**src/hdl/ihrd_pkg.sv**
```systemverilog
// Package for the Intel HEX record decoder.
// Holds the image and line limits, the character codes and the hex digit decoder.
// No dependencies; every other file of the block but ihrd_req_if uses it.
`timescale 1ns / 1ps
`default_nettype none

package ihrd_pkg;

   localparam int unsigned IMAGE_BYTES = 65536;
   localparam int unsigned MAX_LINE    = 1024;

   localparam int unsigned ADDR_W     = 16;
   localparam int unsigned SPAN_W     = 17;
   localparam int unsigned LINE_POS_W = $clog2(MAX_LINE);

   localparam logic [7:0] CHAR_LF    = 8'h0A;
   localparam logic [7:0] CHAR_COLON = 8'h3A;
   localparam logic [7:0] BYTE_MASK  = 8'hFF;
   localparam int unsigned MIN_LINE  = 11;

   localparam logic KIND_WRITE  = 1'b0;
   localparam logic KIND_REPORT = 1'b1;

   typedef struct packed {
      logic              is_hex;
      logic [3:0]        value;
   } hex_digit_type;

   typedef struct packed {
      logic              kind;
      logic [ADDR_W-1:0] write_address;
      logic [7:0]        write_byte;
      logic              file_ok;
      logic [SPAN_W-1:0] start_address;
      logic [SPAN_W-1:0] image_length;
   } rsp_fields_type;

   // Decodes 0-9, A-F and a-f; anything else is flagged as not a hex digit.
   function automatic hex_digit_type hex_digit(input logic [7:0] ch);
      hex_digit_type d;
      d.is_hex = 1'b1;
      d.value  = 4'd0;
      if (ch >= 8'h30 && ch <= 8'h39) begin
         d.value = ch[3:0];
      end else if ((ch >= 8'h41 && ch <= 8'h46) || (ch >= 8'h61 && ch <= 8'h66)) begin
         d.value = ch[3:0] + 4'd9;
      end else begin
         d.is_hex = 1'b0;
      end
      return d;
   endfunction

endpackage

`default_nettype wire

```
**src/hdl/ihrd_req_if.sv**
```systemverilog
// Request channel of the Intel HEX record decoder: one text character per request.
// Does not depend on ihrd_pkg; fields are fixed width.
`timescale 1ns / 1ps
`default_nettype none

interface ihrd_req_if;
   logic       valid;
   logic       ready;
   logic [7:0] char_code;
   logic       end_of_file;

   modport source (output valid, output char_code, output end_of_file, input ready);
   modport sink   (input valid, input char_code, input end_of_file, output ready);
endinterface

`default_nettype wire

```
**src/hdl/ihrd_rsp_if.sv**
```systemverilog
// Response channel of the Intel HEX record decoder: byte writes and the final report.
// Field widths come from ihrd_pkg.
`timescale 1ns / 1ps
`default_nettype none

interface ihrd_rsp_if;
   logic                              valid;
   logic                              ready;
   logic                              kind;
   logic [ihrd_pkg::ADDR_W-1:0]       write_address;
   logic [7:0]                        write_byte;
   logic                              file_ok;
   logic [ihrd_pkg::SPAN_W-1:0]       start_address;
   logic [ihrd_pkg::SPAN_W-1:0]       image_length;

   modport source (output valid, output kind, output write_address, output write_byte,
                   output file_ok, output start_address, output image_length,
                   input ready);
   modport sink   (input valid, input kind, input write_address, input write_byte,
                   input file_ok, input start_address, input image_length,
                   output ready);
endinterface

`default_nettype wire

```
**src/hdl/intel_hex_record_decoder_core.sv**
```systemverilog
// Top level of the Intel HEX record decoder: line parser, span tracking and response buffer.
// Depends on ihrd_pkg, ihrd_req_if and ihrd_rsp_if.
//
//   channel  | dir | handshake          | payload
//   req_ch   | in  | valid/ready        | char_code, end_of_file
//   rsp_ch   | out | valid/ready        | kind, write_address, write_byte, file_ok,
//            |     |                    | start_address, image_length
//
// One character is parsed in the cycle it is accepted; its result, if any, is registered
// in the response register, or in the skid entry behind a stalled one. While that entry is
// empty a new request can be taken every cycle. The response side is a register plus a
// one-entry skid buffer, so req_ch.ready drops only once the skid holds a stalled response.
// Reset (synchronous) clears the parser, the error flag and the span tracking.
`timescale 1ns / 1ps
`default_nettype none

module intel_hex_record_decoder_core (
   input  wire logic  clock,
   input  wire logic  reset,
   ihrd_req_if.sink   req_ch,
   ihrd_rsp_if.source rsp_ch
);

   typedef enum logic [1:0] {
      MODE_HEADER,
      MODE_DATA,
      MODE_SKIP,
      MODE_FAULT
   } line_mode_type;

   localparam int unsigned PW = ihrd_pkg::LINE_POS_W;
   localparam int unsigned AW = ihrd_pkg::ADDR_W;
   localparam int unsigned SW = ihrd_pkg::SPAN_W;

   localparam logic [PW-1:0] POS_COLON     = PW'(0);
   localparam logic [PW-1:0] POS_COUNT_END = PW'(2);
   localparam logic [PW-1:0] POS_ADDR_END  = PW'(6);
   localparam logic [PW-1:0] POS_HDR_END   = PW'(8);
   localparam logic [PW-1:0] POS_MIN_LINE  = PW'(ihrd_pkg::MIN_LINE);
   localparam logic [PW-1:0] POS_LAST      = PW'(ihrd_pkg::MAX_LINE - 1);
   localparam logic [SW-1:0] IMAGE_SIZE    = SW'(ihrd_pkg::IMAGE_BYTES);

   // Parser state.
   logic [PW-1:0]  line_position_ff, line_position_in;
   logic [3:0]     high_nibble_ff, high_nibble_in;
   logic [7:0]     record_count_ff, record_count_in;
   logic [AW-1:0]  record_address_ff, record_address_in;
   logic [7:0]     record_kind_ff, record_kind_in;
   logic [7:0]     running_sum_ff, running_sum_in;
   logic [7:0]     data_index_ff, data_index_in;
   line_mode_type  line_mode_ff, line_mode_in;
   logic           error_latched_ff, error_latched_in;
   logic [SW-1:0]  lowest_start_ff, lowest_start_in;
   logic [SW-1:0]  highest_end_ff, highest_end_in;

   // Response register and skid entry.
   ihrd_pkg::rsp_fields_type rsp_ff, rsp_in, skid_ff, skid_in, res;
   logic rsp_valid_ff, rsp_valid_in, skid_valid_ff, skid_valid_in;
   logic res_valid;

   logic                    accept, take;
   ihrd_pkg::hex_digit_type dig;
   logic [7:0]              byte_val;
   logic [7:0]              kind_next;
   logic [SW-1:0]           record_end;

   assign accept = req_ch.valid & ~skid_valid_ff;
   assign take   = rsp_valid_ff & rsp_ch.ready;
   assign req_ch.ready = ~skid_valid_ff;

   assign dig        = ihrd_pkg::hex_digit(req_ch.char_code);
   assign byte_val   = {high_nibble_ff, dig.value};
   assign kind_next  = {record_kind_ff[3:0], dig.value};
   assign record_end = {1'b0, record_address_ff} + {{(SW-8){1'b0}}, record_count_ff};

   always_comb begin
      line_position_in  = line_position_ff;
      high_nibble_in    = high_nibble_ff;
      record_count_in   = record_count_ff;
      record_address_in = record_address_ff;
      record_kind_in    = record_kind_ff;
      running_sum_in    = running_sum_ff;
      data_index_in     = data_index_ff;
      line_mode_in      = line_mode_ff;
      error_latched_in  = error_latched_ff;
      lowest_start_in   = lowest_start_ff;
      highest_end_in    = highest_end_ff;
      res               = '0;
      res_valid         = 1'b0;

      if (accept) begin
         if (req_ch.end_of_file) begin
            res_valid   = 1'b1;
            res.kind    = ihrd_pkg::KIND_REPORT;
            res.file_ok = ~error_latched_ff;
            if (!error_latched_ff) begin
               res.start_address = lowest_start_ff;
               if (highest_end_ff > lowest_start_ff) begin
                  res.image_length = highest_end_ff - lowest_start_ff;
               end
            end
            line_position_in  = '0;
            high_nibble_in    = '0;
            record_count_in   = '0;
            record_address_in = '0;
            record_kind_in    = '0;
            running_sum_in    = '0;
            data_index_in     = '0;
            line_mode_in      = MODE_HEADER;
            error_latched_in  = 1'b0;
            lowest_start_in   = IMAGE_SIZE;
            highest_end_in    = '0;
         end else if (!error_latched_ff) begin
            if (req_ch.char_code == ihrd_pkg::CHAR_LF) begin
               if (line_position_ff < POS_MIN_LINE || line_mode_ff == MODE_FAULT ||
                   line_mode_ff == MODE_DATA) begin
                  error_latched_in = 1'b1;
               end
               line_position_in  = '0;
               high_nibble_in    = '0;
               record_count_in   = '0;
               record_address_in = '0;
               record_kind_in    = '0;
               running_sum_in    = '0;
               data_index_in     = '0;
               line_mode_in      = MODE_HEADER;
            end else if (line_position_ff >= POS_LAST) begin
               error_latched_in = 1'b1;
            end else begin
               line_position_in = line_position_ff + PW'(1);
               case (line_mode_ff)
                  MODE_HEADER: begin
                     if (line_position_ff == POS_COLON) begin
                        if (req_ch.char_code != ihrd_pkg::CHAR_COLON) begin
                           line_mode_in = MODE_FAULT;
                        end
                     end else if (!dig.is_hex) begin
                        line_mode_in = MODE_SKIP;
                     end else begin
                        // Odd positions carry the high digit of each header byte.
                        if (line_position_ff[0]) begin
                           high_nibble_in = dig.value;
                        end else begin
                           running_sum_in = running_sum_ff + byte_val;
                        end
                        if (line_position_ff <= POS_COUNT_END) begin
                           record_count_in = {record_count_ff[3:0], dig.value};
                        end else if (line_position_ff <= POS_ADDR_END) begin
                           record_address_in = {record_address_ff[AW-5:0], dig.value};
                        end else begin
                           record_kind_in = kind_next;
                        end
                        if (line_position_ff == POS_HDR_END) begin
                           if (kind_next == 8'h00 && record_end <= IMAGE_SIZE) begin
                              if ({1'b0, record_address_ff} < lowest_start_ff) begin
                                 lowest_start_in = {1'b0, record_address_ff};
                              end
                              if (record_end > highest_end_ff) begin
                                 highest_end_in = record_end;
                              end
                              data_index_in = '0;
                              line_mode_in  = MODE_DATA;
                           end else begin
                              line_mode_in = MODE_SKIP;
                           end
                        end
                     end
                  end
                  MODE_DATA: begin
                     if (!dig.is_hex) begin
                        line_mode_in = MODE_FAULT;
                     end else if (line_position_ff[0]) begin
                        high_nibble_in = dig.value;
                     end else if (data_index_ff < record_count_ff) begin
                        res_valid         = 1'b1;
                        res.kind          = ihrd_pkg::KIND_WRITE;
                        res.write_address = record_address_ff + {{(AW-8){1'b0}}, data_index_ff};
                        res.write_byte    = byte_val;
                        running_sum_in    = running_sum_ff + byte_val;
                        data_index_in     = data_index_ff + 8'd1;
                     end else begin
                        // This byte is the checksum: the whole record must sum to zero.
                        if (((running_sum_ff + byte_val) & ihrd_pkg::BYTE_MASK) != 8'h00) begin
                           line_mode_in = MODE_FAULT;
                        end else begin
                           line_mode_in = MODE_SKIP;
                        end
                     end
                  end
                  default: begin
                  end
               endcase
            end
         end
      end
   end

   always_comb begin
      rsp_in        = rsp_ff;
      skid_in       = skid_ff;
      rsp_valid_in  = rsp_valid_ff;
      skid_valid_in = skid_valid_ff;
      if (take) begin
         if (skid_valid_ff) begin
            rsp_in        = skid_ff;
            rsp_valid_in  = 1'b1;
            skid_valid_in = 1'b0;
         end else begin
            rsp_in       = res;
            rsp_valid_in = res_valid;
         end
      end else if (!rsp_valid_ff) begin
         rsp_in       = res;
         rsp_valid_in = res_valid;
      end else if (res_valid) begin
         skid_in       = res;
         skid_valid_in = 1'b1;
      end
   end

   always_ff @(posedge clock) begin
      if (reset) begin
         line_position_ff  <= '0;
         high_nibble_ff    <= '0;
         record_count_ff   <= '0;
         record_address_ff <= '0;
         record_kind_ff    <= '0;
         running_sum_ff    <= '0;
         data_index_ff     <= '0;
         line_mode_ff      <= MODE_HEADER;
         error_latched_ff  <= 1'b0;
         lowest_start_ff   <= IMAGE_SIZE;
         highest_end_ff    <= '0;
         rsp_valid_ff      <= 1'b0;
         skid_valid_ff     <= 1'b0;
      end else begin
         line_position_ff  <= line_position_in;
         high_nibble_ff    <= high_nibble_in;
         record_count_ff   <= record_count_in;
         record_address_ff <= record_address_in;
         record_kind_ff    <= record_kind_in;
         running_sum_ff    <= running_sum_in;
         data_index_ff     <= data_index_in;
         line_mode_ff      <= line_mode_in;
         error_latched_ff  <= error_latched_in;
         lowest_start_ff   <= lowest_start_in;
         highest_end_ff    <= highest_end_in;
         rsp_valid_ff      <= rsp_valid_in;
         skid_valid_ff     <= skid_valid_in;
      end
      rsp_ff  <= rsp_in;
      skid_ff <= skid_in;
   end

   assign rsp_ch.valid         = rsp_valid_ff;
   assign rsp_ch.kind          = rsp_ff.kind;
   assign rsp_ch.write_address = rsp_ff.write_address;
   assign rsp_ch.write_byte    = rsp_ff.write_byte;
   assign rsp_ch.file_ok       = rsp_ff.file_ok;
   assign rsp_ch.start_address = rsp_ff.start_address;
   assign rsp_ch.image_length  = rsp_ff.image_length;

endmodule

`default_nettype wire

```
**src/flat_wrapper.sv**
```systemverilog
// flat-port wrapper written by rule: the top's interface ports become plain ports
module intel_hex_record_decoder_core_flat 
  (clock, reset, req_ch_valid, req_ch_char_code, req_ch_end_of_file, req_ch_ready, rsp_ch_valid, rsp_ch_kind, rsp_ch_write_address, rsp_ch_write_byte, rsp_ch_file_ok, rsp_ch_start_address, rsp_ch_image_length, rsp_ch_ready);
  ihrd_req_if req_ch_i ();
  ihrd_rsp_if rsp_ch_i ();
  input  wire logic clock;
  input  wire logic reset;
  input wire logic [$bits(req_ch_i.valid)-1:0] req_ch_valid;
  input wire logic [$bits(req_ch_i.char_code)-1:0] req_ch_char_code;
  input wire logic [$bits(req_ch_i.end_of_file)-1:0] req_ch_end_of_file;
  output wire logic [$bits(req_ch_i.ready)-1:0] req_ch_ready;
  output wire logic [$bits(rsp_ch_i.valid)-1:0] rsp_ch_valid;
  output wire logic [$bits(rsp_ch_i.kind)-1:0] rsp_ch_kind;
  output wire logic [$bits(rsp_ch_i.write_address)-1:0] rsp_ch_write_address;
  output wire logic [$bits(rsp_ch_i.write_byte)-1:0] rsp_ch_write_byte;
  output wire logic [$bits(rsp_ch_i.file_ok)-1:0] rsp_ch_file_ok;
  output wire logic [$bits(rsp_ch_i.start_address)-1:0] rsp_ch_start_address;
  output wire logic [$bits(rsp_ch_i.image_length)-1:0] rsp_ch_image_length;
  input wire logic [$bits(rsp_ch_i.ready)-1:0] rsp_ch_ready;
  assign req_ch_i.valid = req_ch_valid;
  assign req_ch_i.char_code = req_ch_char_code;
  assign req_ch_i.end_of_file = req_ch_end_of_file;
  assign req_ch_ready = req_ch_i.ready;
  assign rsp_ch_valid = rsp_ch_i.valid;
  assign rsp_ch_kind = rsp_ch_i.kind;
  assign rsp_ch_write_address = rsp_ch_i.write_address;
  assign rsp_ch_write_byte = rsp_ch_i.write_byte;
  assign rsp_ch_file_ok = rsp_ch_i.file_ok;
  assign rsp_ch_start_address = rsp_ch_i.start_address;
  assign rsp_ch_image_length = rsp_ch_i.image_length;
  assign rsp_ch_i.ready = rsp_ch_ready;
  intel_hex_record_decoder_core u_core (.clock(clock), .reset(reset), .req_ch(req_ch_i), .rsp_ch(rsp_ch_i));
endmodule
```
**config.mk**
```make
export PLATFORM = sky130hd
export DESIGN_NAME = intel_hex_record_decoder_core_flat
export DESIGN_NICKNAME = d
export VERILOG_FILES = /design/src/hdl/ihrd_pkg.sv /design/src/hdl/ihrd_req_if.sv /design/src/hdl/ihrd_rsp_if.sv /design/src/hdl/intel_hex_record_decoder_core.sv /design/src/flat_wrapper.sv
export SDC_FILE = /design/constraint.sdc
export NUM_CORES = 1
export LEC_CHECK = 0
export BUFFER_PORTS_ARGS = -buffer_cell sky130_fd_sc_hd__clkbuf_2
export CORE_ASPECT_RATIO = 1.4
export CORE_MARGIN = 2
export CORE_UTILIZATION = 30
export CTS_BUF_LIST = sky130_fd_sc_hd__clkbuf_4
export CTS_CLUSTER_DIAMETER = 200
export DETAILED_ROUTE_END_ITERATION = 6
export HOLD_SLACK_MARGIN = 0.03
export PLACE_DENSITY = 0.55
export SYNTH_ARGS = -nofsm -noshare
export SYNTH_HDL_FRONTEND = slang
export SYNTH_SLANG_ARGS = --single-unit
export TNS_END_PERCENT = 10
```
**constraint.sdc**
```tcl
create_clock -name clock -period 6.1 [get_ports clock]
set_input_delay 0.61 -clock clock [delete_from_list [all_inputs] [get_ports clock]]
set_output_delay 0.61 -clock clock [all_outputs]
set_load 0.02 [all_outputs]
```
==> results.py <==
metrics = {
    "status": {
        "outcome": "completed",
    },
    "logic_synthesis": {
        "synth_area_leaders": "edfxtp_1 (30%), dfxtp_1 (16%), ha_1 (9.1%)",
        "yosysMostFrequentCell": "edfxtp_1",
        "syn_nets": 1328,
        "yosysWarnings": 0,
        "synth_edf_count": 120,
        "synth-simple-area-share_pct": 17.1,
        "avgSynthCellArea_sq_um": 9.80,
        "netlist_area_sq_mm": 0.0120,
        "synthTopCellsByCount": "edfxtp_1 (120), nand2_1 (114), nor2_1 (104), dfxtp_1 (97), ha_1 (87)",
        "ys_async_sr_fraction_pct": 0,
        "yosysSeqAreaShare_pct": 46.2,
        "synthMuxAreaShare_pct": 2.75,
        "yosysUniqueCellTypes": 68,
        "synth_top_family_by_area": "simple AND/OR/NAND/NOR gates",
        "yosysTopAreaCellShare_pct": 30.0,
        "synthAdderAreaFrac_pct": 9.74,
        "synth_xor_area_share_pct": 3.65,
        "synth-main-ff-cell": "edfxtp_1",
        "postSynthCellCount": 1224,
        "ys_seq_elements": 217,
        "synth_compound_gate_area_share_pct": 16.5,
        "synth_area_leader_cell": "edfxtp_1",
    },
    "grt": {
        "grt_use_total_pct": 14.6,
        "overflow": 0,
        "antenna_found_initial": 1,
        "grt_max_degree": 62,
        "grt_pass1_vias": 9286,
        "grt_pass1_wl_um": 48800,
    },
    "sta": {
        "fmax_mhz": 237,
        "fin_ws_ps": 1880,
        "final.min_clock_period_ps": 4220,
        "finalSetupTns_ps": 0,
        "hold_viol": 0,
        "slew_viol_final": 0,
        "rsz0062_at_grt": "no",
        "slew_headroom_pct": 9.75,
        "tightest_slew_ps": 1350,
        "post-route-period-util_pct": 69.2,
        "clock_skew_ps": 49.3,
        "final-setup-viol-count": 0,
    },
    "route": {
        "drc_errors": 0,
        "vias": 9376,
        "antenna_left": 0,
        "via_per_inst": 4.98,
        "post_drt_wl_per_cell_um": 16.3,
        "drt_iter0_markers": 452,
        "routed_wl_um": 30700,
        "first_pass_iters": 5,
    },
    "cts": {
        "max-clock-path-buffers": 3,
        "cts_hold_buf": 0,
        "post-cts-setup-buffer-count": 0,
        "ctsResizeCount": 0,
        "cts_root_buf": "clkbuf_4",
        "tritoncts": "done",
        "htreeDepth": 2,
        "cts.sinks": 217,
        "insertion_delay_ps": 730,
        "numCtsBuffers": 57,
        "clkTransAtPathRegs_ps": 70,
    },
    "run": {
        "cap_violations": 0,
    },
    "place": {
        "dp_hpwl_um": 22700,
        "place_inst": 1779,
        "postPlaceCellArea_sq_mm": 0.0129,
        "place_ws_ps": 1920,
        "port-buffer-count": 74,
        "gp_congestion": 0.882,
    },
    "critical_path": {
        "cp_max_fo": 17,
        "end_kind": "flop",
        "critPathArrivalTime_ps": 4780,
        "crit_type": "flop to flop",
        "required_ps": 6660,
        "ff2ff_path_depth": 17,
        "crit_path_start_kind": "flop",
    },
    "finish": {
        "area_growth_pct": 13.4,
        "fin_cells": 1884,
        "final_nets": 1414,
        "design_area_sq_mm": 0.0136,
        "drive_above_1_share_pct": 14.0,
    },
    "die": {
        "initial_utilization_pct": 30.5,
        "num_rows": 86,
        "coreArea_sq_mm": 0.0394,
        "dieArea_sq_mm": 0.0416,
        "pin_count": 75,
        "die_w_um": 173,
        "die_h_um": 241,
    },
    "pwr": {
        "p_int_mw": 2.28,
        "power_leakage_nw": 5.94,
        "pwr-share-comb_pct": 4.9,
        "pwr-share-clk_pct": 43.0,
        "power.switching_uw": 722,
        "irDropWorstVdd_mv": 0.152,
        "swShare_pct": 24.1,
        "p_seq_share_pct": 52.1,
        "pwr_density_cell_mw_per_mm2": 221,
    },
    "worst_hold_path": {
        "worstHoldPathType": "input pin to flop",
        "worstHoldPathCells": 2,
    },
}
registers in the layout, summed over array words and instances, names as in the netlist, 10 cells and up:
name and flops:
u_core.skid_ff 60, u_core.highest_end_ff 17, u_core.lowest_start_ff 17, u_core.rsp_ch.image_length 17
u_core.rsp_ch.start_address 17, u_core.record_address_ff 16, u_core.rsp_ch.write_address 16, u_core.line_position_ff 10
final cells by class:
type / instances / area (sq um)
fill: 4097 / 25800
clock buffer: 93 / 698
sequential: 217 / 5550
multi-input combinational: 887 / 5980
inverter: 67 / 251
tap: 528 / 661
antenna: 1 / 2.50
timing repair buffer: 80 / 415
clock inverter: 11 / 47.5
cells by family after synthesis:
group	count (synthesis)
xor gates and xnor gates	50
adders and majority gates	91
and+or+nand+nor	425
muxes	33
AOI/OAI and AO/OA	288
buffers and inverters	120
DFF	217
worst max-delay path, cell delays in order (launching register included):
cell and delay (ps):
dfxtp_1 430, ha_1 220, inv_1 60, fa_1 400
nor2b_1 180, o2111ai_1 180, a31oi_2 340, nand3_1 190
xnor2_1 230, ha_1 350, nand3_1 80, nor3_1 210
o31ai_1 130, o2111ai_1 120, nand3_1 100, nor3_1 230
nand2_2 370, mux2i_1 220
routing by layer:
metal / wire length, um / GRT usage (%)
met1: 12700 / 16.6
met2: 15300 / 26.3
met4: 1360 / 7.27
met5: 0 / 0
met3: 1330 / 2.52
final timing paths:
kind,startpoint,end,slack [ps]
worst max register to register,u_core.record_address_ff[0],u_core.highest_end_ff[8],1880
worst max-delay path,u_core.record_address_ff[0],u_core.highest_end_ff[8],1880
worst min-delay path,rsp_ch_ready,u_core.skid_valid_ff,120
worst min register to register,u_core.error_latched_ff,u_core.error_latched_ff,480
layout by cell type (no fill, tap or decap), types with 32 or more instances in the layout:
cell type / instances
a21o_1: 73
clkbuf_4: 93
a21oi_1: 73
o21ai_0: 40
nor3_1: 39
a22o_1: 32
mux2i_1: 33
dfxtp_1: 97
edfxtp_1: 120
inv_1: 67
nand2_1: 113
nand3_1: 47
nor2_1: 103
ha_1: 87
clkbuf_2: 74
stage by stage:
stage / utilization, % / power (mW) / hold WS (ps)
finish: 34.5 / 3.00 / 117
global route: 34.5 / 3.13 / 78.2
global placement: 32.6 / 1.74 / 461
detailed placement: 32.6 / 1.74 / 458
floorplan: - / 1.69 / 440
CTS: 34.5 / 3.05 / 46.5
power by group through the flow:
| stage | Sequential, mW | Clock [mW] | Combinational, mW |
|---|---|---|---|
| 6_report | 1.56 | 1.29 | 0.148 |
| 5_1_grt | 1.56 | 1.41 | 0.160 |
| 4_1_cts | 1.56 | 1.34 | 0.148 |
| 3_5_place_dp | 1.59 | 0 | 0.147 |
| 3_3_place_gp | 1.59 | 0 | 0.147 |
| 2_1_floorplan | 1.61 | 0 | 0.0788 |
(Power assumes the default switching activity.)
